`src/teg_pkg.sv`:
```
`default_nettype none
package teg_pkg;

  // field widths
  localparam int unsigned AMP_W    = 8;
  localparam int unsigned LEVEL_W  = 12;
  localparam int unsigned DUR_W    = 16;
  localparam int unsigned THR_W    = 12;
  localparam int unsigned LIMIT_W  = 13;
  localparam int unsigned PHASE_W  = 2;
  localparam int unsigned HALF_W   = 11;
  localparam int unsigned PROD_W   = DUR_W + LEVEL_W;
  localparam int unsigned DIV_STEPS = LEVEL_W;
  localparam int unsigned STEP_CNT_W = $clog2(DIV_STEPS + 1);

  // configuration port
  localparam int unsigned CFG_IDX_W  = 3;
  localparam int unsigned CFG_DATA_W = 16;
  localparam logic [CFG_IDX_W-1:0] CFG_RISE_TIME        = 3'd0;
  localparam logic [CFG_IDX_W-1:0] CFG_HOLD_TIME        = 3'd1;
  localparam logic [CFG_IDX_W-1:0] CFG_FALL_TIME        = 3'd2;
  localparam logic [CFG_IDX_W-1:0] CFG_SPREAD_THRESHOLD = 3'd3;
  localparam logic [CFG_IDX_W-1:0] CFG_ACCEPT_LIMIT     = 3'd4;

  // register reset values
  localparam logic [DUR_W-1:0]   RISE_TIME_RST   = 16'd400;
  localparam logic [DUR_W-1:0]   HOLD_TIME_RST   = 16'd200;
  localparam logic [DUR_W-1:0]   FALL_TIME_RST   = 16'd800;
  localparam logic [THR_W-1:0]   SPREAD_THR_RST  = 12'd2048;
  localparam logic [LIMIT_W-1:0] ACCEPT_LIM_RST  = 13'd1638;

  // input commands
  localparam logic CMD_TICK    = 1'b0;
  localparam logic CMD_TRIGGER = 1'b1;

  // envelope phases
  localparam logic [PHASE_W-1:0] PH_IDLE = 2'd0;
  localparam logic [PHASE_W-1:0] PH_RISE = 2'd1;
  localparam logic [PHASE_W-1:0] PH_HOLD = 2'd2;
  localparam logic [PHASE_W-1:0] PH_FALL = 2'd3;

  // 1/17 as 241/4096, exact for every 8-bit amplitude
  localparam logic [AMP_W-1:0] RECIP17 = 8'd241;

  typedef struct packed {
    logic accept;
    logic mul;
    logic step;
    logic finish;
    logic load_out;
  } teg_cmd_t;

  typedef struct packed {
    logic need_div;
  } teg_sts_t;

  // amplitude*4095/255 == 16*amplitude + amplitude/17
  function automatic logic [LEVEL_W-1:0] scale_amp(input logic [AMP_W-1:0] amp);
    logic [15:0] prod;
    prod = 16'(amp) * 16'(RECIP17);
    return {amp, 4'b0000} + LEVEL_W'(prod[15:12]);
  endfunction

endpackage
`default_nettype wire

```
`src/teg_if.sv`:
```
`default_nettype none
interface teg_in_if;
  logic                          valid;
  logic                          ready;
  logic                          command;
  logic [teg_pkg::AMP_W-1:0]     amplitude;

  modport source (output valid, output command, output amplitude, input ready);
  modport sink (input valid, input command, input amplitude, output ready);
endinterface

interface teg_out_if;
  logic                          valid;
  logic                          ready;
  logic [teg_pkg::LEVEL_W-1:0]   pwm_level;
  logic [teg_pkg::PHASE_W-1:0]   phase;
  logic                          spread_request;
  logic [teg_pkg::HALF_W-1:0]    spread_amplitude;
  logic                          accepts_wave;

  modport source (output valid, output pwm_level, output phase, output spread_request,
                  output spread_amplitude, output accepts_wave, input ready);
  modport sink (input valid, input pwm_level, input phase, input spread_request,
                input spread_amplitude, input accepts_wave, output ready);
endinterface
`default_nettype wire

```
`src/teg_ctrl.sv`:
```
`default_nettype none
module teg_ctrl (
  input  wire logic              clk,
  input  wire logic              rst_n,
  input  wire logic              in_valid,
  output logic                   in_ready,
  input  wire logic              out_ready,
  output logic                   out_valid,
  input  wire teg_pkg::teg_sts_t sts,
  output teg_pkg::teg_cmd_t      cmd
);

  localparam logic [2:0] ST_IDLE = 3'd0;
  localparam logic [2:0] ST_MUL  = 3'd1;
  localparam logic [2:0] ST_DIV  = 3'd2;
  localparam logic [2:0] ST_FIN  = 3'd3;
  localparam logic [2:0] ST_OUT  = 3'd4;

  logic [2:0]                       state_r, state_nxt;
  logic [teg_pkg::STEP_CNT_W-1:0]   cnt_r, cnt_nxt;
  logic                             out_valid_r, out_valid_nxt;
  logic                             out_free;

  assign out_free  = !out_valid_r || out_ready;
  assign in_ready  = (state_r == ST_IDLE);
  assign out_valid = out_valid_r;

  // sequencer
  always_comb begin
    state_nxt     = state_r;
    cnt_nxt       = cnt_r;
    out_valid_nxt = out_valid_r && !out_ready;
    cmd           = '0;
    case (state_r)
      ST_IDLE: begin
        if (in_valid) begin
          cmd.accept = 1'b1;
          state_nxt  = sts.need_div ? ST_MUL : ST_OUT;
        end
      end
      ST_MUL: begin
        cmd.mul   = 1'b1;
        cnt_nxt   = '0;
        state_nxt = ST_DIV;
      end
      ST_DIV: begin
        cmd.step = 1'b1;
        cnt_nxt  = cnt_r + 1'b1;
        if (cnt_r == teg_pkg::STEP_CNT_W'(teg_pkg::DIV_STEPS - 1)) begin
          state_nxt = ST_FIN;
        end
      end
      ST_FIN: begin
        cmd.finish = 1'b1;
        state_nxt  = ST_OUT;
      end
      ST_OUT: begin
        if (out_free) begin
          cmd.load_out  = 1'b1;
          out_valid_nxt = 1'b1;
          state_nxt     = ST_IDLE;
        end
      end
      default: begin
        state_nxt = ST_IDLE;
      end
    endcase
  end

  always_ff @(posedge clk) begin
    if (!rst_n) begin
      state_r     <= ST_IDLE;
      cnt_r       <= '0;
      out_valid_r <= 1'b0;
    end else begin
      state_r     <= state_nxt;
      cnt_r       <= cnt_nxt;
      out_valid_r <= out_valid_nxt;
    end
  end

endmodule
`default_nettype wire

```
`src/teg_datapath.sv`:
```
`default_nettype none
module teg_datapath #(
  parameter int unsigned TIME_BITS = 16
) (
  input  wire logic                             clk,
  input  wire logic                             rst_n,
  input  wire logic                             cfg_we,
  input  wire logic [teg_pkg::CFG_IDX_W-1:0]    cfg_index,
  input  wire logic [teg_pkg::CFG_DATA_W-1:0]   cfg_wdata,
  input  wire logic                             in_command,
  input  wire logic [teg_pkg::AMP_W-1:0]        in_amplitude,
  input  wire teg_pkg::teg_cmd_t                cmd,
  output teg_pkg::teg_sts_t                     sts,
  output logic [teg_pkg::LEVEL_W-1:0]           out_pwm_level,
  output logic [teg_pkg::PHASE_W-1:0]           out_phase,
  output logic                                  out_spread_request,
  output logic [teg_pkg::HALF_W-1:0]            out_spread_amplitude,
  output logic                                  out_accepts_wave
);

  localparam int unsigned DW = teg_pkg::DUR_W;
  localparam int unsigned LW = teg_pkg::LEVEL_W;
  // compare width: holds elapsed time and rise+hold without overflow
  localparam int unsigned CW = ((TIME_BITS > DW + 1) ? TIME_BITS : DW + 1) + 1;
  localparam logic [TIME_BITS-1:0] TIME_MAX = {TIME_BITS{1'b1}};

  // configuration registers
  logic [DW-1:0]                 rise_time_r, hold_time_r, fall_time_r;
  logic [teg_pkg::THR_W-1:0]     spread_thr_r;
  logic [teg_pkg::LIMIT_W-1:0]   accept_lim_r;

  // envelope state
  logic [teg_pkg::PHASE_W-1:0]   phase_r, phase_nxt;
  logic [TIME_BITS-1:0]          elapsed_r, elapsed_nxt;
  logic [LW-1:0]                 peak_r, peak_nxt;
  logic [LW-1:0]                 drive_r, drive_nxt;

  // divider operands and working registers
  logic [DW-1:0]                 x_r, x_nxt;
  logic [DW-1:0]                 d_r, d_nxt;
  logic                          fall_r, fall_nxt;
  logic [DW-1:0]                 rem_r;
  logic [LW-1:0]                 low_r;
  logic [LW-1:0]                 quo_r;

  logic [TIME_BITS-1:0]          t_inc;
  logic [CW-1:0]                 t_c, rise_c, rh_c, f_c;
  logic [teg_pkg::PROD_W-1:0]    prod;
  logic [DW:0]                   rem_sh, rem_diff;
  logic                          q_bit;

  always_ff @(posedge clk) begin
    if (!rst_n) begin
      rise_time_r  <= teg_pkg::RISE_TIME_RST;
      hold_time_r  <= teg_pkg::HOLD_TIME_RST;
      fall_time_r  <= teg_pkg::FALL_TIME_RST;
      spread_thr_r <= teg_pkg::SPREAD_THR_RST;
      accept_lim_r <= teg_pkg::ACCEPT_LIM_RST;
    end else if (cfg_we) begin
      case (cfg_index)
        teg_pkg::CFG_RISE_TIME:        rise_time_r  <= cfg_wdata;
        teg_pkg::CFG_HOLD_TIME:        hold_time_r  <= cfg_wdata;
        teg_pkg::CFG_FALL_TIME:        fall_time_r  <= cfg_wdata;
        teg_pkg::CFG_SPREAD_THRESHOLD: spread_thr_r <= cfg_wdata[teg_pkg::THR_W-1:0];
        teg_pkg::CFG_ACCEPT_LIMIT:     accept_lim_r <= cfg_wdata[teg_pkg::LIMIT_W-1:0];
        default: begin
        end
      endcase
    end
  end

  // saturating millisecond count and phase bounds
  assign t_inc  = (elapsed_r == TIME_MAX) ? elapsed_r : elapsed_r + 1'b1;
  assign t_c    = CW'(t_inc);
  assign rise_c = CW'(rise_time_r);
  assign rh_c   = CW'(rise_time_r) + CW'(hold_time_r);
  assign f_c    = (t_c > rh_c) ? (t_c - rh_c) : '0;

  // request decode: everything but the ramp quotient settles here
  always_comb begin
    phase_nxt    = phase_r;
    elapsed_nxt  = elapsed_r;
    peak_nxt     = peak_r;
    drive_nxt    = drive_r;
    x_nxt        = x_r;
    d_nxt        = d_r;
    fall_nxt     = fall_r;
    sts.need_div = 1'b0;
    if (in_command == teg_pkg::CMD_TRIGGER) begin
      peak_nxt    = teg_pkg::scale_amp(in_amplitude);
      elapsed_nxt = '0;
      phase_nxt   = teg_pkg::PH_RISE;
    end else begin
      elapsed_nxt = t_inc;
      case (phase_r)
        teg_pkg::PH_RISE: begin
          if (rise_c > t_c) begin
            sts.need_div = 1'b1;
            x_nxt        = t_c[DW-1:0];
            d_nxt        = rise_time_r;
            fall_nxt     = 1'b0;
          end else begin
            drive_nxt = peak_r;
            phase_nxt = teg_pkg::PH_HOLD;
          end
        end
        teg_pkg::PH_HOLD: begin
          if (rh_c > t_c) begin
            drive_nxt = peak_r;
          end else begin
            phase_nxt = teg_pkg::PH_FALL;
          end
        end
        teg_pkg::PH_FALL: begin
          if (f_c < CW'(fall_time_r)) begin
            sts.need_div = 1'b1;
            x_nxt        = f_c[DW-1:0];
            d_nxt        = fall_time_r;
            fall_nxt     = 1'b1;
          end else begin
            drive_nxt = '0;
            phase_nxt = teg_pkg::PH_IDLE;
          end
        end
        default: begin
          peak_nxt = '0;
        end
      endcase
    end
  end

  always_ff @(posedge clk) begin
    if (!rst_n) begin
      phase_r   <= teg_pkg::PH_IDLE;
      elapsed_r <= '0;
      peak_r    <= '0;
      drive_r   <= '0;
    end else if (cmd.accept) begin
      phase_r   <= phase_nxt;
      elapsed_r <= elapsed_nxt;
      peak_r    <= peak_nxt;
      drive_r   <= drive_nxt;
    end else if (cmd.finish) begin
      drive_r <= fall_r ? (peak_r - quo_r) : quo_r;
    end
  end

  // ramp product, then restoring division one quotient bit a cycle
  assign prod     = teg_pkg::PROD_W'(x_r) * teg_pkg::PROD_W'(peak_r);
  assign rem_sh   = {rem_r, low_r[LW-1]};
  assign q_bit    = (rem_sh >= {1'b0, d_r});
  assign rem_diff = rem_sh - {1'b0, d_r};

  always_ff @(posedge clk) begin
    if (cmd.accept) begin
      x_r    <= x_nxt;
      d_r    <= d_nxt;
      fall_r <= fall_nxt;
    end
    if (cmd.mul) begin
      rem_r <= prod[teg_pkg::PROD_W-1:LW];
      low_r <= prod[LW-1:0];
      quo_r <= '0;
    end else if (cmd.step) begin
      rem_r <= q_bit ? rem_diff[DW-1:0] : rem_sh[DW-1:0];
      low_r <= {low_r[LW-2:0], 1'b0};
      quo_r <= {quo_r[LW-2:0], q_bit};
    end
  end

  // result register
  always_ff @(posedge clk) begin
    if (cmd.load_out) begin
      out_pwm_level        <= drive_r;
      out_phase            <= phase_r;
      out_spread_request   <= (peak_r > spread_thr_r);
      out_spread_amplitude <= peak_r[LW-1:1];
      out_accepts_wave     <= (teg_pkg::LIMIT_W'(peak_r) <= accept_lim_r);
    end
  end

endmodule
`default_nettype wire

```
`src/trapezoid_envelope_generator_top.sv`:
```
`default_nettype none
// Trapezoid (rise / hold / fall) drive-level envelope for a vibration motor.
// in_ch carries requests: command 1 triggers a wave with the given 8-bit
// amplitude, command 0 is a one millisecond tick. Every request yields
// exactly one result on out_ch: level, phase, spread request and amplitude,
// and the accept flag. Durations and thresholds come from the cfg_ port; the
// user must write them while the block is idle; the block does not check.
// A trigger, or a tick that needs no ramp value, goes from accept straight
// to the result load. A tick on a rise or fall ramp passes the 16x12 product,
// 12 steps of the shared restoring divider (one quotient bit a cycle), the
// level write and the result load.
// One request is in work at a time; in_ch.ready is high when the sequencer
// is idle, so the next request may enter while a result waits in the output
// register. When out_ch stalls, the result holds and the following request
// waits in its final cycle until the register frees.
// Reset (rst_n low, synchronous) restores the register defaults, puts the
// envelope in idle with zero level, peak and elapsed time, and drops
// out_ch.valid.
module trapezoid_envelope_generator_top #(
  parameter int unsigned TIME_BITS = 16
) (
  input  wire logic                            clk,
  input  wire logic                            rst_n,
  teg_in_if.sink                               in_ch,
  teg_out_if.source                            out_ch,
  input  wire logic                            cfg_we,
  input  wire logic [teg_pkg::CFG_IDX_W-1:0]   cfg_index,
  input  wire logic [teg_pkg::CFG_DATA_W-1:0]  cfg_wdata
);

  teg_pkg::teg_cmd_t cmd;
  teg_pkg::teg_sts_t sts;

  // sequencer
  teg_ctrl u_ctrl (
    .clk       (clk),
    .rst_n     (rst_n),
    .in_valid  (in_ch.valid),
    .in_ready  (in_ch.ready),
    .out_ready (out_ch.ready),
    .out_valid (out_ch.valid),
    .sts       (sts),
    .cmd       (cmd)
  );

  // envelope state, divider and result register
  teg_datapath #(
    .TIME_BITS (TIME_BITS)
  ) u_datapath (
    .clk                  (clk),
    .rst_n                (rst_n),
    .cfg_we               (cfg_we),
    .cfg_index            (cfg_index),
    .cfg_wdata            (cfg_wdata),
    .in_command           (in_ch.command),
    .in_amplitude         (in_ch.amplitude),
    .cmd                  (cmd),
    .sts                  (sts),
    .out_pwm_level        (out_ch.pwm_level),
    .out_phase            (out_ch.phase),
    .out_spread_request   (out_ch.spread_request),
    .out_spread_amplitude (out_ch.spread_amplitude),
    .out_accepts_wave     (out_ch.accepts_wave)
  );

endmodule
`default_nettype wire

```
`src/flat_wrapper.sv`:
```
// flat-port wrapper written by rule: the top's interface ports become plain ports
module trapezoid_envelope_generator_top_flat 
#(
  parameter int unsigned TIME_BITS = 16
)
  (clk, rst_n, cfg_we, cfg_index, cfg_wdata, in_ch_valid, in_ch_command, in_ch_amplitude, in_ch_ready, out_ch_valid, out_ch_pwm_level, out_ch_phase, out_ch_spread_request, out_ch_spread_amplitude, out_ch_accepts_wave, out_ch_ready);
  teg_in_if in_ch_i ();
  teg_out_if out_ch_i ();
  input  wire logic clk;
  input  wire logic rst_n;
  input  wire logic cfg_we;
  input  wire logic [teg_pkg::CFG_IDX_W-1:0] cfg_index;
  input  wire logic [teg_pkg::CFG_DATA_W-1:0] cfg_wdata;
  input wire logic [$bits(in_ch_i.valid)-1:0] in_ch_valid;
  input wire logic [$bits(in_ch_i.command)-1:0] in_ch_command;
  input wire logic [$bits(in_ch_i.amplitude)-1:0] in_ch_amplitude;
  output wire logic [$bits(in_ch_i.ready)-1:0] in_ch_ready;
  output wire logic [$bits(out_ch_i.valid)-1:0] out_ch_valid;
  output wire logic [$bits(out_ch_i.pwm_level)-1:0] out_ch_pwm_level;
  output wire logic [$bits(out_ch_i.phase)-1:0] out_ch_phase;
  output wire logic [$bits(out_ch_i.spread_request)-1:0] out_ch_spread_request;
  output wire logic [$bits(out_ch_i.spread_amplitude)-1:0] out_ch_spread_amplitude;
  output wire logic [$bits(out_ch_i.accepts_wave)-1:0] out_ch_accepts_wave;
  input wire logic [$bits(out_ch_i.ready)-1:0] out_ch_ready;
  assign in_ch_i.valid = in_ch_valid;
  assign in_ch_i.command = in_ch_command;
  assign in_ch_i.amplitude = in_ch_amplitude;
  assign in_ch_ready = in_ch_i.ready;
  assign out_ch_valid = out_ch_i.valid;
  assign out_ch_pwm_level = out_ch_i.pwm_level;
  assign out_ch_phase = out_ch_i.phase;
  assign out_ch_spread_request = out_ch_i.spread_request;
  assign out_ch_spread_amplitude = out_ch_i.spread_amplitude;
  assign out_ch_accepts_wave = out_ch_i.accepts_wave;
  assign out_ch_i.ready = out_ch_ready;
  trapezoid_envelope_generator_top #(.TIME_BITS(TIME_BITS)) u_core (.clk(clk), .rst_n(rst_n), .in_ch(in_ch_i), .out_ch(out_ch_i), .cfg_we(cfg_we), .cfg_index(cfg_index), .cfg_wdata(cfg_wdata));
endmodule
```
`config.mk`:
```
export PLATFORM = sky130hd
export DESIGN_NAME = trapezoid_envelope_generator_top_flat
export DESIGN_NICKNAME = d
export VERILOG_FILES = /design/src/teg_pkg.sv /design/src/teg_if.sv /design/src/teg_ctrl.sv /design/src/teg_datapath.sv /design/src/trapezoid_envelope_generator_top.sv /design/src/flat_wrapper.sv
export SDC_FILE = /design/constraint.sdc
export NUM_CORES = 1
export LEC_CHECK = 0
export BUFFER_PORTS_ARGS = -buffer_cell sky130_fd_sc_hd__buf_2
export CAP_MARGIN = 20
export CORE_ASPECT_RATIO = 0.9
export CORE_MARGIN = 8
export CORE_UTILIZATION = 30
export DETAILED_ROUTE_END_ITERATION = 16
export GPL_TIMING_DRIVEN = 0
export PLACE_DENSITY = 0.41
export SYNTH_ARGS = -nofsm -noshare
export SYNTH_HDL_FRONTEND = slang
export SYNTH_SLANG_ARGS = --single-unit
```
`constraint.sdc`:
```
create_clock -name clk -period 10.3 [get_ports clk]
set_input_delay 1.545 -clock clk [delete_from_list [all_inputs] [get_ports clk]]
set_output_delay 1.545 -clock clk [all_outputs]
set_load 0.05 [all_outputs]
```
# Word-level counts from Yosys, hierarchy flattened
# Cells that the tools add are included.
# word_totals
elab_cells,140
regBits,223
in_bits,33
# classes
mul,2
n_reduce_logical,22
eq_ne,27
n_mux,51
n_addsub,7
order_cmp,7
bitwise_logic,1
# op_table
op,n
$mux 16,9
$mux 12,11
$pmux 16 s2,2
$pmux 12 s3,1
$mul 16x12->28,1
$lt 18x16->1,1
$mux 18,1
$ne 3x3->1 const B,6
$sub 16x17->18,1
$add 16x16->17,1
$ge 17x16->1,1
$gt 16x17->1,1
$gt 17x16->1,1
$add 16x1->16 const B,1
$eq 16x16->1 const B,1
$gt 16x16->1,1
$mul 8x8->16 const B,1
$sub 16x16->16,1
$pmux 3 s5,1
$mux 1,14
$le 12x13->1,1
$add 12x4->12,1
$eq 3x2->1 const B,4
$gt 12x12->1,1
27 further kinds,53

# Depth between registers and ports, before layout
# logic_depth
ltp_word,11
ltp_mapped,29
ltp_nobuf,28

# Modules after synthesis
# From an unflattened synthesis, not the netlist that was laid out.
# unflattened
hier_cells,2290
hier_area_um2,20175.6
# by_module_without_submodules
module,seq_area_each_um2,area_per_inst_um2,instances,cells_per_inst
teg_datapath,5185.0,19698.9,1,2231
teg_ctrl,160.2,476.7,1,59

# Worst setup path after synthesis
# Ideal clock, no wire load.
# synth_path
path_type,flip-flop to flip-flop
from,register u_core.u_datapath.rise_time_r[0]
to,register u_core.u_datapath.d_r[0] (enable)
path_stages_with_launch,27
arrival_time_ns,7.818
path_slack_ns,2.009
required_ns,9.827
path_buffers,0
synth_period_minus_slack_ns,8.291
cell_sequence,dfxtp_1 > ha_1 > fa_1 > a21o_1 > a21oi_2 > o21ai_2 > o41a_4 > xnor2_1 > ha_1 > a21o_1 > and2_1 > a311o_1 > a21o_1 > a21o_1 > a21o_1 > a21oi_1 > xnor2_1 > nor2_1 > ha_1 > nand2_1 > nor3_1 > a2111oi_0 > o221ai_1 > or2b_2 > nor2_2 > a21oi_1 > a211oi_1
# synth_between
elab_chain_cells,6
elab_cells_between_ends,9
cone_classes,add/sub (2); order compare (3); eq/ne (2); mux (1); reduce/logical (1)
# synth_rtl
item,line,source
start: declaration,teg_datapath.sv:28,"logic [DW-1:0] rise_time_r, hold_time_r, fall_time_r;"
start signal: assignment,teg_datapath.sv:54,rise_time_r <= teg_pkg::RISE_TIME_RST;
start signal: assignment,teg_datapath.sv:61,teg_pkg::CFG_RISE_TIME: rise_time_r <= cfg_wdata;
$add 16x16->17,teg_datapath.sv:76,assign rh_c = CW'(rise_time_r) + CW'(hold_time_r);
$sub 16x17->18 or $gt 16x17->1 (tied branches),teg_datapath.sv:77,assign f_c = (t_c > rh_c) ? (t_c - rh_c) : '0;
$mux 18,teg_datapath.sv:77,
$lt 18x16->1,teg_datapath.sv:115,if (f_c < CW'(fall_time_r)) begin
$ne 2x2->1 (no source line),-,
$reduce_and 5->1 (no source line) *,-,
end signal: assignment,teg_datapath.sv:157,d_r <= d_nxt;
end: declaration,teg_datapath.sv:40,"logic [DW-1:0] d_r, d_nxt;"
# Mark *: on every way between the ends. The rest lies on a longest branch, timed or not.
# A chain may end at the register's enable or synchronous reset.

# Worst setup path after layout
# layout_path
from,register u_core.u_datapath.elapsed_r[3]
to,register u_core.u_datapath.d_r[8] (enable)
# layout_between
elab_chain_cells,7
elab_cells_between_ends,11
cone_classes,add/sub (2); order compare (3); eq/ne (3); mux (2); reduce/logical (1)
# layout_rtl
item,line,source
start: declaration,teg_datapath.sv:34,"logic [TIME_BITS-1:0] elapsed_r, elapsed_nxt;"
start signal: assignment,teg_datapath.sv:140,elapsed_r <= elapsed_nxt;
$add 16x1->16 or $eq 16x16->1 (tied branches),teg_datapath.sv:73,assign t_inc = (elapsed_r == TIME_MAX) ? elapsed_r : elapsed_r + 1'b1;
$mux 16 *,teg_datapath.sv:73,
$sub 16x17->18 or $gt 16x17->1 (tied branches),teg_datapath.sv:77,
$mux 18,teg_datapath.sv:77,
$lt 18x16->1,teg_datapath.sv:115,
$ne 2x2->1 (no source line),-,
$reduce_and 5->1 (no source line) *,-,
# Marks and branches as above.

==> results.txt <==
initial drt markers -> 927
Clk Tree Root Cell -> clkbuf_16
count leader, synth -> nand2_1
CTS tree -> built
Worst Tran Pin Value -> 0.9551 ns
Slew Limit Fails -> 0
vias per inst -> 4.892
Slew Limit Headroom -> 0.3612
WL per Instance -> 19.16 um
RSZ-0062 raised after global routing -> false
Pleak -> 9.922 nW
GPL Wtd Cong -> 0.8394
first-pass iteration count of the detailed router -> 5
Placed Area -> 21310 um2
total chip power -> 3.206 mW
Max-Cap Viols -> 0
critical path required time -> 10.54 ns
Syn Inst Count -> 2247
Crit. End Element -> flop
hold buffers post-CTS -> 0
critical path class -> flop to flop
Die Y -> 260.0 um
CP Buf/Inv Count -> 2
TritonCTS buffer count -> 28
clk_lat worst skew -> 0.57 ns
ys async rst share -> 0
xor/xnor cell area share of the yosys netlist -> 0.03473
main combinational cell family by area after synthesis -> adder cells
hpwl dp -> 50360 um
syn_nets -> 2655
row cnt -> 89
Power Density -> 143.3 nW/um2
Starting Density -> 0.3031
share of cells above drive strength 1 -> 0.07406
post-CTS setup buffers -> 0
antenna violations before repair -> 0
Seq/Total Area, Yosys -> 0.2693
Post-Synth Adder-Cell Area -> 0.2961
worst-path fanout max -> 19
Hold WC Path Type -> flop to flop
first-pass GRT wire length -> 96930 um
Hold Violations, Final -> 0
skew final -> 0.02795 ns
Congestion Overflow GR -> 0
CP max stage delay -> 0.83 ns
Synth Area in Simple Gates -> 0.1698
Clk pin slew, worst setup/hold paths -> 0.06 ns
area leader, netlist -> fa_1
die footprint -> 74660 um2
family with the most delay on the worst path -> compound AO/OA/AOI/OAI gates
startpoint types -> flop
share of the synthesized area in the top cell type -> 0.1594
Fillers -> 6913
Max Root-Sink Buffers -> 3
drt drc -> 0
status -> completed
all-layer global routing usage -> 0.1654
post-synthesis mux area share -> 0.01809
most frequently used flop master after synthesis -> dfxtp_1
largest net degree at the start of global routing -> 29
final setup fails -> 0
CP arrival -> 8.27 ns
number of synthesized flops with an enable pin -> 88
H-tree levels -> 1
Netlist cell types -> 83
most frequent cells after synthesis -> nand2_1 (368), inv_1 (268), ha_1 (217)
CP max-delay cell -> a211oi_4
Port Buffers -> 60
Layout area overhead -> 12.75%
final wirelength -> 61850 um
#FFs+latches synth -> 223
Area contributors post-synth -> fa_1 (16%), ha_1 (14%), dfxtp_1 (14%)
Max Clk Rate -> 124.6 MHz
vias in the first global route -> 16318
Final Critical Period -> 8.026 ns
PostCTS Resize Cnt -> 0
Vias -> 15790
Compound-Gate Fraction of Synth Area -> 0.1427
Max VDD drop -> 0.1273 mV
ANT nets after route -> 0
final period utilization -> 0.7793
Avg Cell Area, Syn -> 8.834 um2
Die X -> 287.1 um
nets@finish -> 2749
Most Frequent Cell on Critical Path -> a21o_1
Core Box Area -> 65480 um2
I/O Pins -> 62
clk sinks -> 223
Syn. warnings -> 0
fin area -> 22380 um2
Cell Area, Synth -> 19850 um2
==> per-stage QoR <==
step           setup TNS [ns]    util  instances  setup WS, ns  hold WS (ns)
2_1_floorplan               0       -       2247         2.009        0.4016
3_3_place_gp           -26.35  0.3242       3171       -0.8032        0.4186
3_5_place_dp                0  0.3255       3175         2.175        0.4173
4_1_cts                     0  0.3417       3227         2.133        0.4298
5_1_grt                     0  0.3417       3227         1.601        0.4415
6_report                    0  0.3418       3228         2.274        0.4335
==> cell families after synthesis <==
family	after synthesis
compound gates	439
xor+xnor	77
fa+ha+maj	375
buf+inv	365
flops	223
mux	33
simple gates	735
==> placed cells by master (no fill, tap or decap), types with 14 or more instances in the layout <==
master / netlist / layout
buf_2: 4 / 65
a21o_1: 31 / 31
nand2b_1: 17 / 17
a22oi_1: 21 / 21
nor3_1: 36 / 36
o21a_1: 20 / 20
and2_1: 61 / 61
clkbuf_16: 0 / 29
nand4_1: 21 / 21
dfxtp_1: 135 / 135
fa_1: 158 / 158
ha_1: 217 / 217
xor2_1: 38 / 38
a211oi_1: 30 / 29
o21ai_0: 81 / 81
nor2_1: 103 / 103
nand3_1: 45 / 45
nand2_1: 368 / 368
nor2b_1: 21 / 21
and3_1: 14 / 14
xnor2_1: 37 / 37
clkbuf_1: 91 / 92
a21oi_1: 155 / 155
mux2_2: 23 / 23
edfxtp_1: 88 / 88
inv_1: 268 / 268
==> metal layers <==
metal,GRT usage,routed length (um),vias to the layer above
met2,0.2638,27390,243
met4,0.03101,1102,0
met1,0.2408,31310,7703
met3,0.01876,2050,57
met5,0,0,-
li1,-,-,7787
==> worst register-to-register path, delay by kind of cell, from the launching register on <==
| kind | cells | cell delay, ns |
|---|---|---|
| AOI/OAI and AO/OA | 10 | 3.01 |
| xor gates and xnor gates | 2 | 0.72 |
| adders and majority gates | 2 | 0.67 |
| buffers and inverters | 2 | 0.43 |
| DFF | 1 | 0.47 |
| and+or+nand+nor | 12 | 2.42 |
==> cell type report <==
class | count | area, um2 | area share
tap | 864 | 1081 | 0.04831
buffer | 96 | 367.9 | 0.01644
sequential | 223 | 5345 | 0.2388
clock inverter | 19 | 304.0 | 0.01359
timing repair buffer | 64 | 367.9 | 0.01644
multi-input combinational | 1659 | 13140 | 0.5872
inverter | 269 | 1010 | 0.04512
antenna | 1 | 2.502 | 0.0001118
clock buffer | 33 | 760.7 | 0.03399
==> sequential cells by signal (all words and copies together) (netlist names) <==
name	count
u_core.u_datapath.phase_r	2
u_core.u_datapath.fall_r	1
u_core.u_datapath.quo_r	12
u_core.u_datapath.d_r	16
u_core.u_datapath.out_accepts_wave	1
u_core.u_ctrl.out_valid	1
u_core.u_datapath.fall_time_r	16
u_core.u_ctrl.cnt_r	4
u_core.u_datapath.out_spread_request	1
u_core.u_datapath.rem_r	16
u_core.u_datapath.out_phase	2
u_core.u_datapath.accept_lim_r	13
u_core.u_datapath.hold_time_r	16
u_core.u_datapath.spread_thr_r	12
u_core.u_datapath.x_r	16
u_core.u_datapath.out_pwm_level	12
u_core.u_datapath.peak_r	12
u_core.u_datapath.out_spread_amplitude	11
u_core.u_datapath.rise_time_r	16
u_core.u_datapath.elapsed_r	16
u_core.u_datapath.low_r	12
u_core.u_datapath.drive_r	12
u_core.u_ctrl.state_r	3
==> path summary, 6_finish.rpt <==
check,startpoint,end,slack [ns],depth (start not counted)
worst max-delay path,u_core.u_datapath.elapsed_r[3],u_core.u_datapath.d_r[8],2.27,28
worst min-delay path,u_core.u_datapath.drive_r[4],u_core.u_datapath.out_pwm_level[4],0.43,0
worst max register to register,u_core.u_datapath.elapsed_r[3],u_core.u_datapath.d_r[8],2.27,28
worst min register to register,u_core.u_datapath.drive_r[4],u_core.u_datapath.out_pwm_level[4],0.43,0
==> where the power goes <==
part           internal [mW]  switching, mW  total [mW]  leakage (nW)
registers              0.972         0.0449        1.02          1.88
clock network          0.726          0.415        1.14         0.516
logic                  0.399          0.650        1.05          7.52
total                   2.10           1.11        3.21          9.92
Power figures use the tool's default switching activity.
